--- src/hw/rtl/hra_pkg.sv ---
// shared types and constants for the hashed region allocator
package hra_pkg;

  localparam logic [1:0] CMD_ALLOC   = 2'd0;
  localparam logic [1:0] CMD_RELEASE = 2'd1;
  localparam logic [1:0] CMD_QUERY   = 2'd2;

  localparam logic [1:0] ST_OK       = 2'd0;
  localparam logic [1:0] ST_NO_PLACE = 2'd1;
  localparam logic [1:0] ST_FULL     = 2'd2;
  localparam logic [1:0] ST_NO_MATCH = 2'd3;

  localparam logic [31:0] SEED_RESET = 32'd2147483647;

  localparam logic REG_BASE_PAGE  = 1'b0;
  localparam logic REG_POOL_PAGES = 1'b1;

  typedef struct packed {
    logic [1:0]  cmd;
    logic [31:0] size_bytes;
    logic [31:0] address;
  } req_t;

  typedef struct packed {
    logic [1:0]  status;
    logic [31:0] region_address;
    logic [19:0] freed_first_page;
    logic [20:0] freed_end_page;
    logic        legitimate;
  } rsp_t;

  typedef enum logic [3:0] {
    S_IDLE, S_CHECK, S_HASH, S_MULT, S_MOD, S_SCAN, S_PLACE,
    S_REL_SCAN, S_QRY_SCAN, S_CLEAR, S_DONE
  } state_t;

  // controller to datapath
  typedef struct packed {
    logic load;        // capture accepted item
    logic hash_step;   // seed squared, registered
    logic hash_finish; // seed add and start divider
    logic mod_step;    // one quotient bit
    logic mod_done_to_cand; // form candidate
    logic scan_start;  // reset slot index
    logic scan_step;   // one slot per cycle
    logic place;       // write new range
    logic release_hit; // clear matched slot
    logic clear_step;  // table clear sweep
    logic clear_start;
    logic set_result;
    logic [1:0] res_status;
  } ctl_t;

  // datapath to controller
  typedef struct packed {
    logic too_big;
    logic mod_done;
    logic scan_last;
    logic scan_hit;     // overlap, match or containment found
    logic free_found;   // a free slot has been seen
    logic attempts_left;
    logic clear_last;
  } sts_t;

endpackage

--- src/hw/rtl/hra_ctrl.sv ---
// command sequencer for the hashed region allocator
module hra_ctrl (
  input  logic          clk,
  input  logic          rst,
  input  logic          in_fire,
  input  logic [1:0]    cmd,
  input  logic          clear_req,
  input  logic          out_busy,
  input  hra_pkg::sts_t sts,
  output hra_pkg::ctl_t ctl,
  output logic          idle,
  output logic          done
);
  import hra_pkg::*;

  state_t state, state_next;
  logic [1:0] cmd_q;

  always_ff @(posedge clk) begin
    if (rst) begin
      state <= S_CLEAR;
      cmd_q <= CMD_ALLOC;
    end else begin
      state <= state_next;
      if (in_fire) cmd_q <= cmd;
    end
  end

  always_comb begin
    state_next = state;
    unique case (state)
      S_IDLE: begin
        if (clear_req) state_next = S_CLEAR;
        else if (in_fire) state_next = S_CHECK;
      end
      S_CHECK: begin
        unique case (cmd_q)
          CMD_ALLOC:   state_next = sts.too_big ? S_DONE : S_HASH;
          CMD_RELEASE: state_next = S_REL_SCAN;
          CMD_QUERY:   state_next = S_QRY_SCAN;
          default:     state_next = S_DONE;
        endcase
      end
      S_HASH: state_next = S_MULT;
      S_MULT: state_next = S_MOD;
      S_MOD:  if (sts.mod_done) state_next = S_SCAN;
      S_SCAN: begin
        if (sts.scan_hit) state_next = sts.attempts_left ? S_HASH : S_DONE;
        else if (sts.scan_last) state_next = S_PLACE;
      end
      S_PLACE: state_next = S_DONE;
      S_REL_SCAN, S_QRY_SCAN: if (sts.scan_hit || sts.scan_last) state_next = S_DONE;
      S_CLEAR: if (sts.clear_last) state_next = S_IDLE;
      S_DONE: if (!out_busy) state_next = S_IDLE;
      default: state_next = S_IDLE;
    endcase
  end

  always_comb begin
    ctl = '0;
    unique case (state)
      S_IDLE: begin
        ctl.load = in_fire;
        ctl.clear_start = clear_req;
      end
      S_CHECK: begin
        ctl.scan_start = 1'b1;
        if (cmd_q == CMD_ALLOC && sts.too_big) begin
          ctl.set_result = 1'b1;
          ctl.res_status = ST_NO_PLACE;
        end else if (cmd_q != CMD_ALLOC && cmd_q != CMD_RELEASE
                     && cmd_q != CMD_QUERY) begin
          ctl.set_result = 1'b1;
          ctl.res_status = ST_OK;
        end
      end
      S_HASH: ctl.hash_step = 1'b1;
      S_MULT: ctl.hash_finish = 1'b1;
      S_MOD: begin
        ctl.mod_step = 1'b1;
        ctl.mod_done_to_cand = sts.mod_done;
        ctl.scan_start = sts.mod_done;
      end
      S_SCAN: begin
        ctl.scan_step = 1'b1;
        if (sts.scan_hit && !sts.attempts_left) begin
          ctl.set_result = 1'b1;
          ctl.res_status = ST_NO_PLACE;
        end
      end
      S_PLACE: begin
        ctl.place = sts.free_found;
        ctl.set_result = 1'b1;
        ctl.res_status = sts.free_found ? ST_OK : ST_FULL;
      end
      S_REL_SCAN: begin
        ctl.scan_step = 1'b1;
        ctl.release_hit = sts.scan_hit;
        if (sts.scan_hit || sts.scan_last) begin
          ctl.set_result = 1'b1;
          ctl.res_status = sts.scan_hit ? ST_OK : ST_NO_MATCH;
        end
      end
      S_QRY_SCAN: begin
        ctl.scan_step = 1'b1;
        if (sts.scan_hit || sts.scan_last) begin
          ctl.set_result = 1'b1;
          ctl.res_status = ST_OK;
        end
      end
      S_CLEAR: ctl.clear_step = 1'b1;
      default: ;
    endcase
  end

  assign idle = (state == S_IDLE);
  assign done = (state == S_DONE);

  a_clear_after_reset: assert property (@(posedge clk)
    $past(rst) && !rst |-> state == S_CLEAR) else $error("no clear pass after reset");
  a_load_only_idle: assert property (@(posedge clk) disable iff (rst)
    ctl.load |-> state == S_IDLE) else $error("item loaded while busy");
  a_place_from_scan: assert property (@(posedge clk) disable iff (rst)
    state == S_PLACE |-> $past(state) == S_SCAN) else $error("place without scan");
endmodule

--- config.mk ---
export PLATFORM = sky130hd
export DESIGN_NAME = hra_ctrl
export DESIGN_NICKNAME = d
export VERILOG_FILES = /design/src/hw/rtl/hra_pkg.sv /design/src/hw/rtl/hra_ctrl.sv
export SDC_FILE = /design/constraint.sdc
export NUM_CORES = 1
export LEC_CHECK = 0
export BUFFER_PORTS_ARGS = -buffer_cell sky130_fd_sc_hd__buf_2
export CAP_MARGIN = 20
export CORE_ASPECT_RATIO = 1.25
export CORE_MARGIN = 5
export CORE_UTILIZATION = 30
export DETAILED_ROUTE_END_ITERATION = 10
export HOLD_SLACK_MARGIN = 0.12
export PLACE_DENSITY = 0.61
export RECOVER_POWER = 50
export SYNTH_ARGS = -nofsm -noshare
export SYNTH_HDL_FRONTEND = slang
export SYNTH_SLANG_ARGS = --single-unit
--- constraint.sdc ---
create_clock -name clk -period 2 [get_ports clk]
set_input_delay 0 -clock clk [delete_from_list [all_inputs] [get_ports clk]]
set_output_delay 0 -clock clk [all_outputs]
set_load 0.05 [all_outputs]
======== Word level (Yosys, flattened, before mapping) ========
Cells that the tools add are included.
cells by class
  equal/unequal tests ..................... 20
  muxes and demuxes ....................... 30
  reductions and logical operators ........ 12
operators with widths
  cell                count
  $mux 4              10
  $pmux 4 s10         1
  $eq 4x3->1 const B  4
  $mux 3              5
  $pmux 3 s5          1
  $eq 4x4->1 const B  3
  $pmux 4 s3          1
  $ne 2x2->1 const B  5
  $eq 4x2->1 const B  2
  $mux 1              8
  $mux 2              3
  $ne 3x3->1 const B  2
  $reduce_and 6->1    1
  $eq 4x1->1 const B  1
  $logic_and 1x1->1   4
  $logic_not 4->1     1
  $reduce_or 3->1     1
  $eq 2x1->1 const B  1
  $eq 2x2->1 const B  1
  $logic_not 2->1     1
  $ne 2x1->1 const B  1
  $pmux 1 s2          1
  $reduce_bool 2->1   1
  $reduce_or 2->1     1
  2 further kinds     2
storage, ports and cells
  word-level logic and storage cells ...... 64
  register bits ........................... 6
  bits of input ports ..................... 14
  output and inout bits ................... 16

======== Logic depth before layout (Yosys ltp) ========
  word-level depth ........................ 6
  depth in mapped cells ................... 6
  depth with buffers taken out ............ 5

======== Worst setup path before layout ========
OpenSTA, ideal clock, no wires.
  path kind ............................... register to output
  start point ............................. register state[2]
  end point ............................... output port ctl[13] in the netlist's numbering
  data required time ...................... 2.000 ns
  data arrival time ....................... 2.802 ns
  stages on the path, launching flop included .. 5
  buffers on the path ..................... 2
  setup slack ............................. -0.802 ns
  cells stage by stage .................... dfxtp_1 -> buf_6 -> clkbuf_1 -> nor4_1 -> and2_1
RTL lines
  what                      line            text
  start: declaration        hra_ctrl.sv:16  state_t state, state_next;
  start signal: assignment  hra_ctrl.sv:24  state <= state_next;
  end: declaration          hra_ctrl.sv:10  output hra_pkg::ctl_t ctl,

==> summary.txt <==
Clock power share -> 0.094
Vias in the first global route -> 795
CTS Buf Count -> 3
Root Driver -> clkbuf_4
Sw Share -> 0.570
Avg WL per Cell -> 12.4 um
Core Rows -> 19
ANT nets after route -> 0
Syn Nets -> 112
Leakage -> 0.409 nW
Netlist cell types -> 38
Final wirelength -> 2020 um
Synth Instances -> 98
Share of cells above drive strength 1 -> 0.295
CP top delay family -> flip-flops
Critical path arrival -> 1870 ps
Die width -> 52.8 um
Ys flop type -> dfxtp_1
Crit path cell chain -> buf_4 > nor4bb_1 > o21ai_0 > nand3_1 > buf_2
Grt total ovfl -> 0
Setup TNS -> 0 ps
Pin count of the biggest net entering global routing -> 19
Initial core utilization -> 0.315
Initial antenna violation count -> 0
Normalized max-slew margin -> 0.596
I/O pin count -> 30
Syn_area_per_cell -> 7.02 um2
Combinational share of power -> 0.678
Outcome -> completed
Min Tclk post-route -> 1870 ps
Mux share of post-synthesis cell area -> 0.0436
First-pass GRT wire length -> 3330 um
Largest family of logic cells by synthesized area -> simple AND/OR/NAND/NOR gates
Remaining DRCs -> 0
Worst-skew pair later-pin latency -> 240 ps
Synth Area in Simple Gates -> 0.444
PortBufs -> 29
DR vias/cell -> 4.98
Post-Synth Adder-Cell Area -> 0
N_diodes -> 0
Final period util -> 0.934
Data required, critical path -> 2000 ps
Global Route Usage Sum -> 0.124
Max clock buf depth -> 2
Vias -> 812
Async set or reset register ratio after synthesis -> 0
Number of synthesized flops with an enable pin -> 0
Floorplan core area -> 0.00219 mm2
RSZ-0062 raised after global routing -> false
Cell area after synthesis -> 688 um2
CP Class -> flip-flop to output pin
DR pass1 iterations -> 4
HP Class -> input port to flip-flop
Die ar. -> 0.00336 mm2
Slowest cell on crit path -> dfxtp_1
CTS clk-pin slew, worst paths -> 50 ps
VDD IR max -> 0.598 mV
Most common cell after layout, fill and taps aside -> buf_2
H-tree depth -> 1
Net switching power -> 0.682 mW
Starting DRT DRC Count -> 7
Top-area cell type share of the netlist area -> 0.175
Placed Cells -> 155
Final Hold Vio Count -> 0
Area leader, netlist -> dfxtp_1
Compound-cell area share of the yosys netlist -> 0.247
Worst-Margin Slew -> 608 ps
Seq pwr share -> 0.229
Commonest cells after routing, fill and taps aside -> 21 x buf_2, 12 x nor2_1, 10 x nand2_1, 7 x a21oi_1, 6 x o21ai_0
Synth-to-layout area growth -> 34.5%
Internal cell power -> 0.515 mW
XOR/XNOR share of the synthesized area -> 0
Warnings, synthesis -> 0
Max Freq -> 535 MHz
Worst Skew -> 7.83 ps
Nets -> 148
Largest cells by area after synthesis -> dfxtp_1 17%, nor2_1 6.5%, nand2_1 5.5%
Register area share after synthesis -> 0.175
Crit end category -> output pin
RePlAce Congestion -> 0.844
Max cap viols -> 0
Number of synthesized register bits -> 6
Crit path buf inv count -> 2
Nature of the critical path startpoint -> flip-flop
TritonCTS Sinks -> 6
Finished Layout Cells -> 163
Final HPWL DP -> 1560 um
Worst Path Max Fanout -> 16
Pwr/cell area -> 1290 mW/mm2
CTS tree -> yes
Postcts setup bufs -> 0
Max incr delay on CP -> 640 ps
Final setup fails -> 0
Max-slew violations -> 0
Die height -> 63.5 um
[flip-flops by register name (all words and copies together), names as in the netlist]
register	flops
state	4
cmd_q	2
[kinds of logic after synthesis]
logic type             after synthesis
AO/OA/AOI/OAI                       26
buffers and inverters               11
flip-flops                           6
multiplexers                         3
AND/OR/NAND/NOR                     52
[layer usage]
| metal | global-route usage | wire length, um |
|---|---|---|
| met5 | 0 | 0 |
| met4 | 0.0415 | 23 |
| met3 | 0.0236 | 109 |
| met2 | 0.231 | 1030 |
| met1 | 0.133 | 853 |
[what timing repair did]
item / 4_1_cts / 5_1_grt
gates resized for setup: 0 / 1
hold endpoints to repair: 5 / 0
endpoints found under the setup margin: 0 / 1
hold buffers: 5 / 0
[power groups by stage]
stage | Combinational, mW | Sequential [mW] | Clock [mW]
floorplan | 0.729 | 0.187 | 0
global placement | 0.810 | 0.272 | 0
detailed placement | 0.813 | 0.275 | 0
CTS | 0.824 | 0.274 | 0.115
global route | 0.876 | 0.285 | 0.126
finish | 0.811 | 0.274 | 0.112
[area by class of cell]
cell class / count / area [um2]
Fill cell: 242 / 1260
Multi-Input combinational cell: 81 / 509
Timing Repair Buffer: 38 / 219
Sequential cell: 6 / 121
Tap cell: 31 / 38.8
Clock buffer: 3 / 22.5
Inverter: 4 / 15.0
[worst paths after layout]
kind,from,to,slack (ps),depth (start not counted)
setup / recovery,state[0],ctl[2],130,5
hold / removal,clear_req,state[3],210,5
setup reg to reg,state[2],state[0],160,5
hold reg to reg,state[2],state[2],730,2
[synthesized netlist by cell type, types with 2 or more instances]
cell      count
a211oi_1      2
a21o_1        2
a21oi_1       7
and2_1        4
buf_2         2
buf_6         2
dfxtp_1       6
inv_1         4
mux2i_1       3
nand2_1      10
nand2b_1      3
nand3_1       3
nand3b_1      2
nor2_1       12
nor2b_1       4
nor3_1        3
nor3b_1       3
o21ai_0       6
[worst min-delay path, stage by stage]
cell,delay [ps]
buf_2,110
nor2_1,40
o21ai_0,120
o21ai_0,70
o2111ai_1,80
[per-stage QoR]
step           hold slack [ps]  setup slack [ps]  power [mW]  area, um2   util
4_1_cts                    212               104        1.21        938  0.429
6_report                   213               131        1.20        926  0.423
5_1_grt                    254              11.7        1.29        926  0.423
3_5_place_dp               230               158        1.09        866  0.396
2_1_floorplan             72.4              -151       0.916        699      -
3_3_place_gp               227               180        1.08        866  0.396
Note: power is estimated with default switching activity, not from simulation.
